$ cat src/hdl/clock_page_replacement_macros.svh
// assertion macros shared by the clock page replacement rtl
`ifndef CLOCK_PAGE_REPLACEMENT_MACROS_SVH
`define CLOCK_PAGE_REPLACEMENT_MACROS_SVH

// same-cycle implication, held off during reset
`define CPR_ASSERT_IMP(label, clk, rst, ante, cons) \
  label: assert property (@(posedge clk) disable iff (rst) (ante) |-> (cons)) \
    else $error("cpr assertion failed");

// next-cycle implication, held off during reset
`define CPR_ASSERT_NEXT(label, clk, rst, ante, cons) \
  label: assert property (@(posedge clk) disable iff (rst) (ante) |=> (cons)) \
    else $error("cpr assertion failed");

`endif

$ cat src/hdl/cpr_pkg.sv
// shared types, codes and widths for the clock page replacement block
package cpr_pkg;

  localparam int WS_MAX_DEF        = 32;
  localparam int PAGE_NUM_BITS_DEF = 20;

  localparam int PAGE_W   = 20;
  localparam int SLOT_W   = 5;
  localparam int SIZE_W   = 6;
  localparam int STATUS_W = 2;
  localparam int IDX_W    = 3;

  localparam int IN_DATA_W  = 32;
  localparam int OUT_DATA_W = 32;
  localparam int OUT_PAD_W  = OUT_DATA_W - (STATUS_W + SLOT_W + PAGE_W + 1);

  localparam logic [SIZE_W-1:0] WS_SIZE_RST = 6'd32;

  // configuration register indexes
  localparam logic [IDX_W-1:0] REG_WS_SIZE      = 3'd0;
  localparam logic [IDX_W-1:0] REG_STACK_BOTTOM = 3'd1;
  localparam logic [IDX_W-1:0] REG_STACK_TOP    = 3'd2;
  localparam logic [IDX_W-1:0] REG_HEAP_START   = 3'd3;
  localparam logic [IDX_W-1:0] REG_HEAP_END     = 3'd4;

  // result status codes
  localparam logic [STATUS_W-1:0] ST_ACCESS  = 2'd0;
  localparam logic [STATUS_W-1:0] ST_FILLED  = 2'd1;
  localparam logic [STATUS_W-1:0] ST_REPLACE = 2'd2;
  localparam logic [STATUS_W-1:0] ST_ILLEGAL = 2'd3;

  // classified command kinds
  localparam logic [1:0] KIND_ACCESS  = 2'd0;
  localparam logic [1:0] KIND_FAULT   = 2'd1;
  localparam logic [1:0] KIND_ILLEGAL = 2'd2;

  typedef struct packed {
    logic [1:0]        kind;
    logic [PAGE_W-1:0] page;
    logic [SLOT_W-1:0] aslot;
    logic              wr;
  } cmd_t;

endpackage

$ cat src/hdl/cpr_ram.sv
// generic single write port ram with registered read
module cpr_ram #(
  parameter int WIDTH = 8,
  parameter int DEPTH = 2
) (
  input  logic                                          clk,
  input  logic                                          we,
  input  logic [((DEPTH > 1) ? $clog2(DEPTH) : 1)-1:0] waddr,
  input  logic [WIDTH-1:0]                              wdata,
  input  logic [((DEPTH > 1) ? $clog2(DEPTH) : 1)-1:0] raddr,
  output logic [WIDTH-1:0]                              rdata
);
  logic [WIDTH-1:0] mem [DEPTH];

  always_ff @(posedge clk) begin
    if (we) begin
      mem[waddr] <= wdata;
    end
    rdata <= mem[raddr];
  end
endmodule

$ cat src/hdl/cpr_fifo.sv
// two entry command queue between front and back
module cpr_fifo #(
  parameter int WIDTH = 8
) (
  input  logic             clk,
  input  logic             rst,
  input  logic             push,
  input  logic [WIDTH-1:0] push_data,
  output logic             full,
  input  logic             pop,
  output logic [WIDTH-1:0] pop_data,
  output logic             empty
);
  logic [WIDTH-1:0] mem [2];
  logic             wptr;
  logic             rptr;
  logic [1:0]       cnt;
  logic             do_push;
  logic             do_pop;

  assign full     = (cnt == 2'd2);
  assign empty    = (cnt == 2'd0);
  assign pop_data = mem[rptr];
  assign do_push  = push && !full;
  assign do_pop   = pop && !empty;

  always_ff @(posedge clk) begin
    if (rst) begin
      wptr <= 1'b0;
      rptr <= 1'b0;
      cnt  <= 2'd0;
    end else begin
      if (do_push) wptr <= ~wptr;
      if (do_pop)  rptr <= ~rptr;
      case ({do_push, do_pop})
        2'b10:   cnt <= cnt + 2'd1;
        2'b01:   cnt <= cnt - 2'd1;
        default: cnt <= cnt;
      endcase
    end
  end

  always_ff @(posedge clk) begin
    if (do_push) begin
      mem[wptr] <= push_data;
    end
  end
endmodule

$ cat src/hdl/cpr_front.sv
// config registers, input word classification and fault legality check
module cpr_front #(
  parameter int PAGE_NUM_BITS = cpr_pkg::PAGE_NUM_BITS_DEF,
  parameter int WS_MAX        = cpr_pkg::WS_MAX_DEF
) (
  input  logic                           clk,
  input  logic                           rst,
  input  logic                           cfg_valid,
  output logic                           cfg_ready,
  input  logic [cpr_pkg::IDX_W-1:0]      cfg_index,
  input  logic [cpr_pkg::PAGE_W-1:0]     cfg_data,
  input  logic                           s_tvalid,
  output logic                           s_tready,
  input  logic [0:0]                     s_tuser,
  input  logic [cpr_pkg::IN_DATA_W-1:0]  s_tdata,
  input  logic                           busy,
  input  logic                           q_full,
  output logic                           q_push,
  output cpr_pkg::cmd_t                  q_data,
  output logic [cpr_pkg::SIZE_W-1:0]     size
);
  localparam int PW   = (PAGE_NUM_BITS < cpr_pkg::PAGE_W) ? PAGE_NUM_BITS : cpr_pkg::PAGE_W;
  localparam int SMAX = (WS_MAX < 63) ? WS_MAX : 63;

  logic [cpr_pkg::SIZE_W-1:0] ws_size;
  logic [cpr_pkg::PAGE_W-1:0] stack_bottom;
  logic [cpr_pkg::PAGE_W-1:0] stack_top;
  logic [cpr_pkg::PAGE_W-1:0] heap_start;
  logic [cpr_pkg::PAGE_W-1:0] heap_end;

  logic [cpr_pkg::PAGE_W-1:0] page;
  logic                       in_pf;
  logic                       in_stack;
  logic                       in_heap;

  // no write while a word is in flight or offered on the input
  assign cfg_ready = !busy && !s_tvalid;

  always_ff @(posedge clk) begin
    if (rst) begin
      ws_size      <= cpr_pkg::WS_SIZE_RST;
      stack_bottom <= '0;
      stack_top    <= '0;
      heap_start   <= '0;
      heap_end     <= '0;
    end else if (cfg_valid && cfg_ready) begin
      unique case (cfg_index)
        cpr_pkg::REG_WS_SIZE:      ws_size      <= cfg_data[cpr_pkg::SIZE_W-1:0];
        cpr_pkg::REG_STACK_BOTTOM: stack_bottom <= cfg_data;
        cpr_pkg::REG_STACK_TOP:    stack_top    <= cfg_data;
        cpr_pkg::REG_HEAP_START:   heap_start   <= cfg_data;
        cpr_pkg::REG_HEAP_END:     heap_end     <= cfg_data;
        default: ;
      endcase
    end
  end

  // zero acts as one, anything above the slot count is clipped
  always_comb begin
    if (ws_size == '0) begin
      size = cpr_pkg::SIZE_W'(1);
    end else if (int'(ws_size) > SMAX) begin
      size = cpr_pkg::SIZE_W'(SMAX);
    end else begin
      size = ws_size;
    end
  end

  // page number held to the configured page width
  assign page     = cpr_pkg::PAGE_W'(PW'(s_tdata[19:0]));
  assign in_pf    = s_tdata[26];
  assign in_stack = (page >= stack_bottom) && (page < stack_top);
  assign in_heap  = (page >= heap_start) && (page < heap_end);

  always_comb begin
    q_data.page  = page;
    q_data.aslot = s_tdata[24:20];
    q_data.wr    = s_tdata[25];
    if (!s_tuser[0]) begin
      q_data.kind = cpr_pkg::KIND_ACCESS;
    end else if (in_pf || in_stack || in_heap) begin
      q_data.kind = cpr_pkg::KIND_FAULT;
    end else begin
      q_data.kind = cpr_pkg::KIND_ILLEGAL;
    end
  end

  assign s_tready = !q_full;
  assign q_push   = s_tvalid && !q_full;
endmodule

$ cat src/hdl/cpr_back.sv
// slot marks, clock hand sweep, page store and result register
`include "clock_page_replacement_macros.svh"
module cpr_back #(
  parameter int WS_MAX        = cpr_pkg::WS_MAX_DEF,
  parameter int PAGE_NUM_BITS = cpr_pkg::PAGE_NUM_BITS_DEF
) (
  input  logic                           clk,
  input  logic                           rst,
  input  logic [cpr_pkg::SIZE_W-1:0]     size,
  input  logic                           q_empty,
  input  cpr_pkg::cmd_t                  q_data,
  output logic                           q_pop,
  output logic                           busy,
  output logic                           m_tvalid,
  input  logic                           m_tready,
  output logic [cpr_pkg::OUT_DATA_W-1:0] m_tdata
);
  localparam int SMAX = (WS_MAX < 63) ? WS_MAX : 63;
  localparam int SW   = (SMAX > 1) ? $clog2(SMAX) : 1;
  localparam int CW   = $clog2(SMAX + 1);
  localparam int PW   = (PAGE_NUM_BITS < cpr_pkg::PAGE_W) ? PAGE_NUM_BITS : cpr_pkg::PAGE_W;

  localparam logic [2:0] S_IDLE  = 3'd0;
  localparam logic [2:0] S_MOD   = 3'd1;
  localparam logic [2:0] S_SWEEP = 3'd2;
  localparam logic [2:0] S_VREAD = 3'd3;
  localparam logic [2:0] S_EMIT  = 3'd4;

  logic [2:0]                   state;
  logic [SW-1:0]                hand;
  logic [CW-1:0]                count;
  logic [SMAX-1:0]              used;
  logic [SMAX-1:0]              modf;
  logic [cpr_pkg::PAGE_W-1:0]   cur_page;
  logic [cpr_pkg::STATUS_W-1:0] res_status;
  logic [cpr_pkg::SLOT_W-1:0]   res_slot;
  logic [cpr_pkg::PAGE_W-1:0]   res_victim;
  logic                         res_wb;

  logic [SW-1:0] hand_inc;
  logic [SW-1:0] aidx;
  logic [SW-1:0] cidx;
  logic          aslot_ok;
  logic          hand_big;
  logic          fill;
  logic          emit_ok;
  logic          ram_we;
  logic [SW-1:0] ram_waddr;
  logic [PW-1:0] ram_rdata;

  // hand wraps at the working-set size
  assign hand_inc = ((cpr_pkg::SIZE_W'(hand) + cpr_pkg::SIZE_W'(1)) == size) ? '0
                  : hand + SW'(1);
  assign aidx     = SW'(q_data.aslot);
  assign cidx     = SW'(count);
  // resident slots always form a prefix, so count stands in for valid marks
  assign aslot_ok = (cpr_pkg::SIZE_W'(q_data.aslot) < size)
                 && (cpr_pkg::SIZE_W'(q_data.aslot) < cpr_pkg::SIZE_W'(count));
  assign hand_big = cpr_pkg::SIZE_W'(hand) >= size;
  assign fill     = cpr_pkg::SIZE_W'(count) < size;
  assign emit_ok  = !m_tvalid || m_tready;
  assign q_pop    = (state == S_IDLE) && !q_empty;
  assign busy     = (state != S_IDLE) || !q_empty;

  assign ram_we    = ((state == S_MOD) && !hand_big && fill) || (state == S_VREAD);
  assign ram_waddr = (state == S_MOD) ? cidx : hand;

  cpr_ram #(
    .WIDTH (PW),
    .DEPTH (SMAX)
  ) u_page_ram (
    .clk   (clk),
    .we    (ram_we),
    .waddr (ram_waddr),
    .wdata (PW'(cur_page)),
    .raddr (hand),
    .rdata (ram_rdata)
  );

  always_ff @(posedge clk) begin
    if (rst) begin
      state    <= S_IDLE;
      hand     <= '0;
      count    <= '0;
      used     <= '0;
      modf     <= '0;
      m_tvalid <= 1'b0;
    end else begin
      if (state == S_EMIT && emit_ok) begin
        m_tvalid <= 1'b1;
      end else if (m_tready) begin
        m_tvalid <= 1'b0;
      end
      unique case (state)
        S_IDLE: begin
          if (!q_empty) begin
            if (q_data.kind == cpr_pkg::KIND_FAULT) begin
              state <= S_MOD;
            end else begin
              state <= S_EMIT;
              if (q_data.kind == cpr_pkg::KIND_ACCESS && aslot_ok) begin
                used[aidx] <= 1'b1;
                if (q_data.wr) modf[aidx] <= 1'b1;
              end
            end
          end
        end
        S_MOD: begin
          if (hand_big) begin
            hand <= SW'(cpr_pkg::SIZE_W'(hand) - size);
          end else if (fill) begin
            used[cidx] <= 1'b0;
            modf[cidx] <= 1'b0;
            count      <= count + CW'(1);
            hand       <= hand_inc;
            state      <= S_EMIT;
          end else begin
            state <= S_SWEEP;
          end
        end
        S_SWEEP: begin
          if (used[hand]) begin
            used[hand] <= 1'b0;
            hand       <= hand_inc;
          end else begin
            state <= S_VREAD;
          end
        end
        S_VREAD: begin
          used[hand] <= 1'b0;
          modf[hand] <= 1'b0;
          hand       <= hand_inc;
          state      <= S_EMIT;
        end
        S_EMIT: begin
          if (emit_ok) begin
            state <= S_IDLE;
          end
        end
        default: state <= S_IDLE;
      endcase
    end
  end

  always_ff @(posedge clk) begin
    unique case (state)
      S_IDLE: begin
        if (!q_empty) begin
          cur_page   <= q_data.page;
          res_victim <= '0;
          res_wb     <= 1'b0;
          if (q_data.kind == cpr_pkg::KIND_ACCESS) begin
            res_status <= cpr_pkg::ST_ACCESS;
            res_slot   <= q_data.aslot;
          end else begin
            res_status <= cpr_pkg::ST_ILLEGAL;
            res_slot   <= '0;
          end
        end
      end
      S_MOD: begin
        if (!hand_big && fill) begin
          res_status <= cpr_pkg::ST_FILLED;
          res_slot   <= cpr_pkg::SLOT_W'(cidx);
        end
      end
      S_VREAD: begin
        res_status <= cpr_pkg::ST_REPLACE;
        res_slot   <= cpr_pkg::SLOT_W'(hand);
        res_victim <= cpr_pkg::PAGE_W'(ram_rdata);
        res_wb     <= modf[hand];
      end
      S_EMIT: begin
        if (emit_ok) begin
          m_tdata <= {{cpr_pkg::OUT_PAD_W{1'b0}}, res_wb, res_victim, res_slot, res_status};
        end
      end
      default: ;
    endcase
  end

  `CPR_ASSERT_IMP(a_sweep_only_when_full, clk, rst, state == S_SWEEP, cpr_pkg::SIZE_W'(count) >= size)
  `CPR_ASSERT_NEXT(a_fill_bumps_count, clk, rst, state == S_MOD && !hand_big && fill, count == $past(count) + CW'(1))
  `CPR_ASSERT_IMP(a_hand_below_size, clk, rst, state == S_SWEEP || state == S_VREAD, cpr_pkg::SIZE_W'(hand) < size)
endmodule

$ cat src/hdl/clock_page_replacement.sv
// top level of the clock (second chance) page replacement block
//
//  channel  | direction | handshake            | payload
//  ---------+-----------+----------------------+-----------------------------------------
//  s_       | in        | s_tvalid / s_tready  | s_tuser: op; s_tdata: page, slot, flags
//  m_       | out       | m_tvalid / m_tready  | m_tdata: status, slot, victim, writeback
//  cfg_     | in        | cfg_valid / cfg_ready| cfg_index, cfg_data
//
// an access or an illegal fault goes from idle straight to emit; a legal fault first takes
// the hand back by the size while it lies at or past a shrunk size, then fills a free slot
// or sweeps to an unmarked slot, clearing at most size used marks, and reads its victim page
// the two entry queue keeps taking words, until full, while the back end sweeps or the result waits
// reset is synchronous and clears the marks, the hand and the resident count; no ram clearing
// config writes wait on cfg_ready while any word is in flight or offered on the input
module clock_page_replacement #(
  parameter int WS_MAX        = cpr_pkg::WS_MAX_DEF,
  parameter int PAGE_NUM_BITS = cpr_pkg::PAGE_NUM_BITS_DEF
) (
  input  logic                           clk,
  input  logic                           rst,
  // config write channel
  input  logic                           cfg_valid,
  output logic                           cfg_ready,
  input  logic [cpr_pkg::IDX_W-1:0]      cfg_index,
  input  logic [cpr_pkg::PAGE_W-1:0]     cfg_data,
  // input words
  input  logic                           s_tvalid,
  output logic                           s_tready,
  input  logic [0:0]                     s_tuser,  // [0] op: 0 access, 1 page fault
  input  logic [cpr_pkg::IN_DATA_W-1:0]  s_tdata,  // page_number[19:0], access_slot[24:20],
                                                   // is_write[25], in_page_file[26], zero pad
  // result words
  output logic                           m_tvalid,
  input  logic                           m_tready,
  output logic [cpr_pkg::OUT_DATA_W-1:0] m_tdata   // status[1:0], slot[6:2],
                                                   // victim_page[26:7], victim_writeback[27]
);
  cpr_pkg::cmd_t              push_cmd;
  cpr_pkg::cmd_t              head_cmd;
  logic                       q_push;
  logic                       q_pop;
  logic                       q_full;
  logic                       q_empty;
  logic                       busy;
  logic [cpr_pkg::SIZE_W-1:0] size;

  // front: config registers and classification of each word
  cpr_front #(
    .PAGE_NUM_BITS (PAGE_NUM_BITS),
    .WS_MAX        (WS_MAX)
  ) u_front (
    .clk       (clk),
    .rst       (rst),
    .cfg_valid (cfg_valid),
    .cfg_ready (cfg_ready),
    .cfg_index (cfg_index),
    .cfg_data  (cfg_data),
    .s_tvalid  (s_tvalid),
    .s_tready  (s_tready),
    .s_tuser   (s_tuser),
    .s_tdata   (s_tdata),
    .busy      (busy),
    .q_full    (q_full),
    .q_push    (q_push),
    .q_data    (push_cmd),
    .size      (size)
  );

  // short queue so the front keeps taking words while the sweep runs, until it fills
  cpr_fifo #(
    .WIDTH ($bits(cpr_pkg::cmd_t))
  ) u_queue (
    .clk       (clk),
    .rst       (rst),
    .push      (q_push),
    .push_data (push_cmd),
    .full      (q_full),
    .pop       (q_pop),
    .pop_data  (head_cmd),
    .empty     (q_empty)
  );

  // back: marks, clock hand, page store and the result register
  cpr_back #(
    .WS_MAX        (WS_MAX),
    .PAGE_NUM_BITS (PAGE_NUM_BITS)
  ) u_back (
    .clk      (clk),
    .rst      (rst),
    .size     (size),
    .q_empty  (q_empty),
    .q_data   (head_cmd),
    .q_pop    (q_pop),
    .busy     (busy),
    .m_tvalid (m_tvalid),
    .m_tready (m_tready),
    .m_tdata  (m_tdata)
  );
endmodule
$ cat config.mk
export PLATFORM = sky130hd
export DESIGN_NAME = clock_page_replacement
export DESIGN_NICKNAME = d
export VERILOG_FILES = /design/src/hdl/cpr_pkg.sv /design/src/hdl/cpr_ram.sv /design/src/hdl/cpr_fifo.sv /design/src/hdl/cpr_front.sv /design/src/hdl/cpr_back.sv /design/src/hdl/clock_page_replacement.sv
export VERILOG_INCLUDE_DIRS = /design/src /design/src/hdl
export SDC_FILE = /design/constraint.sdc
export NUM_CORES = 1
export LEC_CHECK = 0
export BUFFER_PORTS_ARGS = -buffer_cell sky130_fd_sc_hd__buf_2
export CORE_MARGIN = 4
export CORE_UTILIZATION = 40
export CTS_CLUSTER_DIAMETER = 100
export CTS_CLUSTER_SIZE = 10
export DETAILED_ROUTE_END_ITERATION = 7
export PLACE_DENSITY = 0.59
export SLEW_MARGIN = 0
export SYNTH_ARGS = -nofsm -noshare
export SYNTH_HDL_FRONTEND = slang
export SYNTH_SLANG_ARGS = --single-unit
$ cat constraint.sdc
create_clock -name clk -period 5.7 [get_ports clk]
set_clock_uncertainty 0.15 [all_clocks]
set_input_delay 0.57 -clock clk [delete_from_list [all_inputs] [get_ports clk]]
set_output_delay 0.57 -clock clk [all_outputs]
set_load 0.005 [all_outputs]
==> metrics.cfg, run 1 <==
[status]
status=finished clean

[sta]
period_share_pct=82.5
rsz0062_at_grt=false
slew_violations=0
setup_tns_ns=0
layout_setup_ws_ns=0.998
min_period_ns=4.70
hold_slack_ns=0.0432
relSlewSlack_pct=11.0
tightest_slew_ns=1.33
hold_violations=0
fmax_ghz=0.213
setup_viol=0

[finish]
final_common_cell=edfxtp_1
antennaDiodeCount=0
final_nets=2834
n_fill_cell=8486
syn_to_final_growth_pct=13.7
stdcell_count=4020
mostFrequentLayoutCells=edfxtp_1 (772), dfxtp_1 (187), mux4_2 (172)
drive_gt1_share_pct=19.5

[worst_setup_path]
worstSetupPathType=flop to flop
arrival_ns=4.91
cp-start-kind=flop
cp.required_ns=5.91
endpoint_kind=flop
worstPathMaxFanout=14

[clocking]
post_cts_buffers=0
insertion_delay_ns=0.69
cts-root-buf=clkbuf_16
htree_levels=3
cts_tree=yes
cts_made_buffers=106
clockBufferDepth=3
cts_sinks=962
clk_pin_slew_ns=0.06
holdBufCountCts=12
cts_resized=0

[route]
drc=0
drt.antenna.violating_nets=0
vias=22900
avgRoutedWirePerCell_um=24.3
drt-initial-drc-count=2407
via_per_inst=5.71
routed_wl_mm=97.6
firstDrtPassIters=6

[run]
cap_violations=0

[global_routing]
overflow=0
grt_pass1_vias=23500
antenna_found_initial=2
track_usage_pct=18.8
grt_pass1_wl_mm=148
grt_max_degree=124

[floorplan]
pin_count=96
die_x_um=323
start_util_pct=40.3
rows=115
die_h_um=323
design.die.area_um2=104000
core_area_um2=98300

[synthesis]
syn_area_um2=39600
synthArstFlopShare_pct=0
synth_seq_cells=962
synth_top_area_cell=edfxtp_1
synth_cell_type_count=71
synth_edf_count=772
postSynthCellCount=2509
synthTopCellsByArea=edfxtp_1 (59%), mux4_2 (9.8%), dfxtp_1 (9.6%), ha_1 (3.3%), mux2i_1 (1.9%)
synthFlopType=edfxtp_1
yosys_warnings=0
synth_area_per_cell_um2=15.8
ys_seq_area_share_pct=68.2
netlist.area_leader.share_pct=58.6

[placement]
io_buffers=86
post-place-ws_ns=1.12
hpwl_mm=62.9
gp_congestion=0.878
dp.cells=3834

[pwr]
power.leakage_nw=14.5
p_per_area_nw_per_um2=402
ir_drop_mv=0.309

[worst_hold_path]
hold_path_class=primary input to flop

-- state kept, by name, indices dropped and copies added (netlist names), 5 cells and up, named ones only --
name                     cells
u_back.u_page_ram.mem      640
u_queue.mem                 56
u_back.modf                 32
u_back.used                 32
u_back.m_tdata              28
u_back.cur_page             20
u_back.res_victim           20
u_back.u_page_ram.rdata     20
u_front.heap_end            20
u_front.heap_start          20
u_front.stack_bottom        20
u_front.stack_top           20
u_back.count                 6
u_front.ws_size              6
u_back.hand                  5
u_back.res_slot              5
-- cell families (layout without fill, tap and decap cells) --
kind of cell / after synthesis / after routing / synth area share, %
and+or+nand+nor: 488 / 488 / 5.90
adders and majority gates: 106 / 106 / 3.37
AOI/OAI and AO/OA: 431 / 431 / 7.28
xor gates and xnor gates: 16 / 16 / 0.424
DFF: 962 / 962 / 68.2
buffers and inverters: 231 / 452 / 2.39
other: 1 / 4 / 0.00947
muxes: 274 / 274 / 12.4
-- worst paths after layout --
path	startpoint	endpoint	slack (ns)	cells after the start
max reg2reg	u_front.ws_size[1]	u_back.u_page_ram.mem[20][14]	1.0	13
max	u_front.ws_size[1]	u_back.u_page_ram.mem[20][14]	1.0	13
min reg2reg	u_back.res_victim[4]	u_back.m_tdata[11]	0.25	0
min	s_tdata[19]	u_queue.mem[1][25]	0.04	1
-- cells in the mapped netlist, types with 64 or more instances --
| cell type | n |
|---|---|
| edfxtp_1 | 772 |
| dfxtp_1 | 190 |
| mux4_2 | 172 |
| nand2_1 | 164 |
| nor2_1 | 144 |
| a21oi_1 | 120 |
| ha_1 | 105 |
| inv_1 | 103 |
| mux2i_1 | 77 |
| o22ai_1 | 71 |
| a22oi_1 | 67 |
| clkbuf_1 | 64 |
-- power by group --
| part | switching, W | internal (W) |
|---|---|---|
| Clock | 0.00267 | 0.00348 |
| Sequential | 0.000351 | 0.00879 |
| Combinational | 0.00189 | 0.000917 |
| Total | 0.00491 | 0.0132 |
-- layer usage --
layer  wire length, µm  part of all wire [%]  global-route usage [%]
met3              7070                   7.2                    3.19
met2             46100                    47                    30.4
met4              1990                   2.0                    4.64
met1             42500                    44                    26.9
met5                 0                     0                       0
-- metrics by stage --
step / utilization [%] / instance area, µm² / total power (W)
global placement: 42.5 / 41800 / 0.0120
global route: 45.8 / 45000 / 0.0188
detailed placement: 42.5 / 41800 / 0.0121
finish: 45.8 / 45000 / 0.0181
CTS: 45.8 / 45000 / 0.0183
floorplan: - / 39600 / 0.0108
-- area by class of cell --
class	instances	area, µm²	share of cell area, %
well taps	1287	1610	3.58
clock inverters	8	178	0.395
multi-input cells	1319	11800	26.2
inverters	104	390	0.868
flip-flops and latches	962	27000	60.0
repair buffers	174	1150	2.55
clock buffers	166	2900	6.44
-- critical path: stages, from the launching register on --
cell and delay [ns]:
dfxtp_1 0.33, nor4_1 0.51, nor2_1 0.12, nor2_1 0.12, ha_1 0.20, fa_1 0.20, nand2b_1 0.13, a21oi_1 0.11
o21ai_0 0.47, and3_1 0.46, a22o_1 0.24, nand2_1 0.45, nor2_2 0.53, buf_4 0.33
Note: power is estimated with default switching activity, not from simulation.
==> run 2: changes to the inputs <==
- PLACE_DENSITY: 0.59 -> 0.61
- clock period: 5.7 -> 3.9 ns (I/O delays scaled with it)
==> run 2 against run 1 <==
- worst hold slack improved by 0.015 ns
- design area up 1.6%
- non-clock buffer count rose by 64
- critical path depth is 1 higher
- die area stayed put
- sequential share of layout area down 0.92 points
- setup slack got worse by 0.86 ns
- wire length increased by 1.8%
- sequential cell count did not move
- largest cell class unchanged
- highest routed layer is now met5
==> metrics.cfg, run 2 (synthesized netlist as in run 1, its figures left out) <==
[worst_setup_path]
cp_cell_sequence=nor4_1 > nor2_1 > nor2_1 > ha_1 > fa_1 > nand2b_1 > a21oi_1 > o21ai_0 > and3_1 > a22o_1 > nand2_1 > buf_4 > nor2_2 > buf_4
worstSetupPathType=flop to flop
crit_slowest_cell=and3_1
max_stage_delay_ns=0.43  ; -0.10 ns
rr_endpoint=u_back.u_page_ram.mem[14][12]
cp-start-kind=flop
reg2reg_slack_ns=0.14  ; -0.86 ns
endpoint_kind=flop
arrival_ns=3.93  ; -0.98 ns
r2r_start=u_front.ws_size[1]
cp.required_ns=4.07  ; -1.84 ns
worstPathMaxFanout=20  ; +6
rr_worst_depth=14  ; +1

[clocking]
clk_pin_slew_ns=0.06  ; about the same
clockBufferDepth=3  ; unchanged
cts_resized=0  ; unchanged
cts_tree=yes
htree_levels=3  ; unchanged
cts_made_buffers=106  ; unchanged
cts-root-buf=clkbuf_16
insertion_delay_ns=0.67  ; -0.02 ns
cts_sinks=962  ; unchanged

[finish]
largest_register_ffs=640  ; unchanged
drive_gt1_share_pct=19.9  ; +0.46 points
mostFrequentLayoutCells=edfxtp_1 (772), dfxtp_1 (187), mux4_2 (172)
register_area_um2=27000  ; unchanged
final_nets=2898  ; +2.3%
syn_to_final_growth_pct=15.4
multi_input_area_um2=11800  ; unchanged
utilization_pct=46.5  ; +0.71 points
top_register=u_back.u_page_ram.mem
n_fill_cell=8358  ; -1.5%
final_common_cell=edfxtp_1
largestRegisters=u_back.u_page_ram.mem x640, u_queue.mem x56

[pwr]
comb_power_share_pct=13.9  ; -1.6 points
p_int_w=0.0194  ; +47%
seq_power_share_pct=52.2  ; +1.7 points
swShare_pct=27.0  ; -0.15 points
ir_drop_mv=0.397  ; +29%
power.leakage_nw=14.8  ; +2.1%
p_clk_share_pct=33.8  ; -0.2 points
netSwitchingPower_w=0.00716  ; +46%
p_per_area_nw_per_um2=581  ; +45%

[status]
status=finished clean

[route]
avgRoutedWirePerCell_um=24.3  ; about the same
wl_met3_mm=8.99  ; +27%
firstDrtPassIters=5  ; -1
routed_wl_mm=99.4  ; +1.8%
wl_met2_mm=45.7  ; -0.85%
drt.antenna.violating_nets=0  ; unchanged
drt-initial-drc-count=2640  ; +9.7%
topRoutingLayerUsed=met5
vias=23300  ; +1.8%
drc=0  ; unchanged
wl_met1_mm=41.3  ; -2.8%
via_per_inst=5.70  ; -0.12%

[global_routing]
overflow=0  ; unchanged
grt_pass1_wl_mm=148  ; +0.34%
track_usage_pct=19.0  ; +0.19 points
grt_max_degree=147  ; +19%
antenna_found_initial=17  ; +15
grt_pass1_vias=23600  ; +0.56%

[run]
cap_violations=0  ; unchanged

[worst_hold_path]
hold_end=u_front.ws_size[0]
min_from=cfg_index[1]
hold_path_depth=4  ; +3
hold_path_class=primary input to flop

[floorplan]
die_x_um=323  ; unchanged
start_util_pct=40.3  ; unchanged
pin_count=96  ; unchanged
core_area_um2=98300  ; unchanged
design.die.area_um2=104000  ; unchanged
rows=115  ; unchanged
die_h_um=323  ; unchanged

[sta]
rsz0062_at_grt=false
slew_violations=0  ; unchanged
fmax_ghz=0.266  ; +25%
relSlewSlack_pct=4.89  ; -6.1 points
setup_viol=0  ; unchanged
period_share_pct=96.4  ; +14 points
hold_violations=0  ; unchanged
min_period_ns=3.76  ; -0.943 ns
tightest_slew_ns=1.43  ; +0.0917 ns
hold_slack_ns=0.0584  ; +0.0153 ns

[placement]
hpwl_mm=63.3  ; +0.60%
io_buffers=86  ; unchanged
gp_congestion=0.911  ; +3.7%

-- run 2: changes by cell type in the layout (fill, tap and decap cells not counted) --
cell,before,now
clkinvlp_4,0,1
clkbuf_1,59,68
inv_16,0,3
buf_4,75,91
inv_4,1,0
diode_2,0,3
dlygate4sd3_1,12,49
inv_6,0,1
clkinv_16,5,1
buf_12,2,13
-- run 2: worst max-delay path by stage --
stage | startpoint | end | slack (ns) | cells after the start
6_report | u_front.ws_size[1] | u_back.u_page_ram.mem[14][12] | 0.14 | 14
2_1_floorplan | u_back.hand[1] | u_back.u_page_ram.mem[10][0] | -0.15 | 14
4_1_cts | u_front.ws_size[1] | u_back.u_page_ram.mem[13][19] | 0.22 | 14
3_3_place_gp | u_front.ws_size[1] | u_back.u_page_ram.mem[8][17] | 0.32 | 14
3_5_place_dp | u_front.ws_size[1] | u_back.u_page_ram.mem[8][17] | 0.23 | 14
5_1_grt | u_front.ws_size[1] | u_back.u_page_ram.mem[14][15] | 0.002 | 14
-- run 2: stage by stage --
| step | worst slack [ns] | cells | power (W) | TNS (ns) | area (µm²) |
|---|---|---|---|---|---|
| global route | 0.00197 | 4093 | 0.0276 | 0 | 45700 |
| floorplan | -0.152 | 2512 | 0.0159 | -94.16 | 39600 |
| CTS | 0.217 | 4093 | 0.0268 | 0 | 45700 |
| finish | 0.141 | 4096 | 0.0266 | 0 | 45700 |
| detailed placement | 0.234 | 3861 | 0.0178 | 0 | 42100 |
| global placement | 0.318 | 3861 | 0.0175 | 0 | 42100 |
-- run 2: layout make-up --
class / count / share of cell area [%]
Antenna cell: 3 / 0.0164
Clock buffer: 175 / 6.42
Clock inverter: 8 / 0.279
Inverter: 104 / 0.854
Multi-Input combinational cell: 1319 / 25.8
Sequential cell: 962 / 59.1
Tap cell: 1287 / 3.52
Timing Repair Buffer: 238 / 4.07
-- run 2: power groups by stage --
stage / logic, W / registers, W / clock network (W)
after floorplan: 0.00220 / 0.0137 / 0
after global placement: 0.00356 / 0.0140 / 0
after detailed placement: 0.00366 / 0.0141 / 0
after CTS: 0.00371 / 0.0139 / 0.00917
after global routing: 0.00402 / 0.0140 / 0.00963
final: 0.00370 / 0.0139 / 0.00898
-- run 2: timing repair --
| action | 4_1_cts | 5_1_grt |
|---|---|---|
| endpoints found under the hold margin | 145 | 0 |
| buffers inserted | 0 | 0 |
| hold buffers | 49 | 0 |
-- run 2: critical path, delay by kind of cell, from the launching register on --
kind,cells,cell delay [ns]
AO/OA/AOI/OAI,3,0.60
buffers and inverters,2,0.52
flip-flops,1,0.32
adder cells (fa/ha/maj),2,0.42
AND/OR/NAND/NOR,7,1.36
-- run 2: routing by layer --
layer,up-vias,track usage [%]
met1,11800,26.2
met2,983,29.7
met4,14,6.36
met3,201,4.91
li1,10300,-
met5,-,0
==> run 3: changes to the inputs <==
- ABC_AREA: unset -> 1
- SKIP_CTS_REPAIR_TIMING: unset -> 1
==> run 3 against run 2 <==
- wire length grew 15%
- maximum frequency grew 5.1%
- setup slack gained 0.18 ns
- final cell count grew 36%
- via count grew 30%
- non-clock buffer count grew 35
- clock-buffer cell count shrank 11
- worst hold slack lost 0.033 ns
- critical path type unchanged
- largest power group unchanged
==> metrics.cfg, run 3 <==
[worst_setup_path]
crit_top_cell=nand2_1
max_stage_delay_ns=0.40  ; -0.03 ns
cp-start-kind=flop
crit_slowest_cell=ha_1
worstPathMaxFanout=14  ; -30%
cp.required_ns=4.11  ; +0.04 ns
r2r_start=u_front.ws_size[3]
arrival_ns=3.79  ; -0.14 ns
worstSetupPathType=flop to flop
cp_cell_sequence=nor2_1 > nand3_1 > nand2_1 > nand2_1 > ha_1 > a21oi_1 > nand2_1 > nor2_1 > o21bai_1 > nand2_1 > nand4_2 > nand2_1 > nand3_1 > buf_4 > nor2_2 > buf_12
endpoint_kind=flop
crit_start=u_front.ws_size[3]

[floorplan]
core_area_um2=103000  ; +5.3%
rows=118  ; +2.6%
design.die.area_um2=110000  ; +5.3%
start_util_pct=40.3  ; +0.046 points
die_h_um=331  ; +2.6%
pin_count=96  ; unchanged
die_x_um=331  ; +2.6%

[finish]
largest_register_ffs=640  ; unchanged
utilization_pct=46.1  ; -0.36 points
largestRegisters=u_back.u_page_ram.mem x640, u_queue.mem x56
final_nets=4294  ; +48%
n_fill_cell=9422  ; +13%
drive_gt1_share_pct=10.2  ; -9.7 points
final_common_cell=edfxtp_1
top_register=u_back.u_page_ram.mem
syn_to_final_growth_pct=14.4
stdcell_count=5572  ; +36%
mostFrequentLayoutCells=edfxtp_1 (772), nand2_1 (520), nor2_1 (515)

[status]
status=finished clean

[placement]
hpwl_mm=68.1  ; +7.5%
post-place-ws_ns=0.0623  ; -0.171 ns
gp_congestion=0.912  ; about the same
dp.cells=5342  ; +38%
io_buffers=86  ; unchanged

[clocking]
clockBufferDepth=3  ; unchanged
cts-root-buf=clkbuf_16
cts_made_buffers=106  ; unchanged
insertion_delay_ns=0.68  ; about the same
htree_levels=3  ; unchanged
clk_pin_slew_ns=0.06  ; about the same
cts_sinks=962  ; unchanged
cts_tree=yes

[global_routing]
antenna_found_initial=3  ; -14
grt_max_degree=232  ; +58%
grt_pass1_wl_mm=172  ; +16%
grt_pass1_vias=28200  ; +19%
overflow=0  ; unchanged
track_usage_pct=20.4  ; +1.3 points

[route]
drc=0  ; unchanged
drt.antenna.violating_nets=0  ; unchanged
vias=30300  ; +30%
drt-initial-drc-count=3223  ; +22%
routed_wl_mm=114  ; +15%
via_per_inst=5.43  ; -4.7%
avgRoutedWirePerCell_um=20.4  ; -16%
firstDrtPassIters=7  ; +2

[synthesis]
synthTopCellsByArea=edfxtp_1 (56%), dfxtp_1 (9.1%), o21ai_0 (5.7%), nor2_1 (5.0%), nand2_1 (4.7%)
synthArstFlopShare_pct=0  ; unchanged
synth_common_cells=edfxtp_1 (772), nor2_1 (554), nand2_1 (520), o21ai_0 (472), inv_1 (267)
synthFlopType=edfxtp_1
synth_area_per_cell_um2=10.5  ; -34%
synth_cell_type_count=47  ; -34%
yosysMostFrequentCell=edfxtp_1
synth_edf_count=772  ; unchanged
ys_seq_area_share_pct=64.7  ; -3.5 points
postSynthCellCount=3979  ; +59%
yosys_warnings=0  ; unchanged
synth_seq_cells=962  ; unchanged
synth_top_area_cell=edfxtp_1
syn_area_um2=41700  ; +5.4%
netlist.area_leader.share_pct=55.6  ; -3.0 points

[pwr]
ir_drop_mv=0.389  ; -2.0%
p_clk_share_pct=29.3  ; -4.5 points
seq_power_share_pct=44.3  ; -7.9 points
p_per_area_nw_per_um2=641  ; +10%
swShare_pct=33.8  ; +6.8 points
p_int_w=0.0203  ; +4.5%
netSwitchingPower_w=0.0103  ; +44%
comb_power_share_pct=26.3  ; +12 points
power.leakage_nw=17.1  ; +15%

[sta]
fmax_ghz=0.280  ; +5.1%
hold_violations=0  ; unchanged
relSlewSlack_pct=11.6  ; +6.8 points
min_period_ns=3.58  ; -0.182 ns
tightest_slew_ns=1.33  ; -0.101 ns
period_share_pct=91.7  ; -4.7 points
setup_viol=0  ; unchanged
slew_violations=0  ; unchanged
layout_setup_ws_ns=0.323  ; +0.182 ns
rsz0062_at_grt=false

[run]
cap_violations=0  ; unchanged

[worst_hold_path]
min_from=cfg_index[0]
hold_path_class=primary input to flop

-- run 3: changes by cell type after synthesis, moves of 67 or more --
cell	change
a22oi_1	-67
a21oi_1	+130
mux4_2	-172
nor2_1	+410
o21ai_0	+432
nand3_1	+114
inv_1	+164
o22ai_1	+91
nand2_1	+356
clkbuf_1	+90
mux2i_1	-77
-- run 3: worst paths after layout --
kind | end | slack (ns) | cells after the start
setup / recovery | u_back.u_page_ram.mem[20][12] | 0.32 | 16
setup reg to reg | u_back.u_page_ram.mem[20][12] | 0.32 | 16
hold reg to reg | u_back.m_tdata[17] | 0.26 | 0
hold / removal | u_front.stack_top[0] | 0.03 | 6
-- run 3: metal layers --
metal | wire length (µm) | global-route usage (%) | part of all wire, %
met1 | 49800 | 29.7 | 44
met2 | 51600 | 31.5 | 45
met3 | 9680 | 3.59 | 8.5
met4 | 2850 | 5.49 | 2.5
met5 | 0 | 0 | 0
-- run 3: cell type report --
type | count | area (µm²) | area share [%]
flip-flops and latches | 962 | 27000 | 56.5
clock buffers | 164 | 2870 | 6.01
well taps | 1380 | 1730 | 3.62
repair buffers | 273 | 2090 | 4.38
multi-input cells | 2489 | 12800 | 26.8
inverters | 295 | 1120 | 2.35
clock inverters | 8 | 160 | 0.335
diodes | 1 | 2.50 | 0.00524
-- run 3: power groups by stage --
| stage | Combinational [W] | Clock, W | Sequential (W) |
|---|---|---|---|
| 2_1_floorplan | 0.00470 | 0 | 0.0138 |
| 3_3_place_gp | 0.00778 | 0 | 0.0137 |
| 3_5_place_dp | 0.00790 | 0 | 0.0138 |
| 4_1_cts | 0.00792 | 0.00915 | 0.0136 |
| 5_1_grt | 0.00888 | 0.00959 | 0.0137 |
| 6_report | 0.00805 | 0.00897 | 0.0136 |
-- run 3: critical path, delay by kind of cell (launching register included) --
family,cells,cell delay [ns]
DFF,1,0.33
AOI/OAI and AO/OA,2,0.25
buffers and inverters,2,0.48
adders and majority gates,1,0.40
and+or+nand+nor,11,1.63
-- run 3: kinds of logic (layout without fill, tap and decap cells) --
| group | count (synthesis) | after routing | share of synthesized area, % |
|---|---|---|---|
| simple gates | 1333 | 1333 | 13.2 |
| compound gates | 1037 | 1037 | 13.7 |
| flops | 962 | 962 | 64.7 |
| buf+inv | 531 | 740 | 5.03 |
| fa+ha+maj | 106 | 106 | 3.20 |
| xor+xnor | 9 | 9 | 0.189 |
| other cells | 1 | 5 | 0.00899 |
-- run 3: through the flow --
step / instance area (µm²) / total power [W] / hold slack, ns / TNS [ns]
floorplan: 41700 / 0.0185 / 0.250 / -130.47
global placement: 44100 / 0.0215 / 0.251 / 0
detailed placement: 44100 / 0.0217 / 0.255 / 0
CTS: 47200 / 0.0306 / -0.291 / 0
global route: 47700 / 0.0321 / 0.0485 / 0
finish: 47700 / 0.0306 / 0.0255 / 0
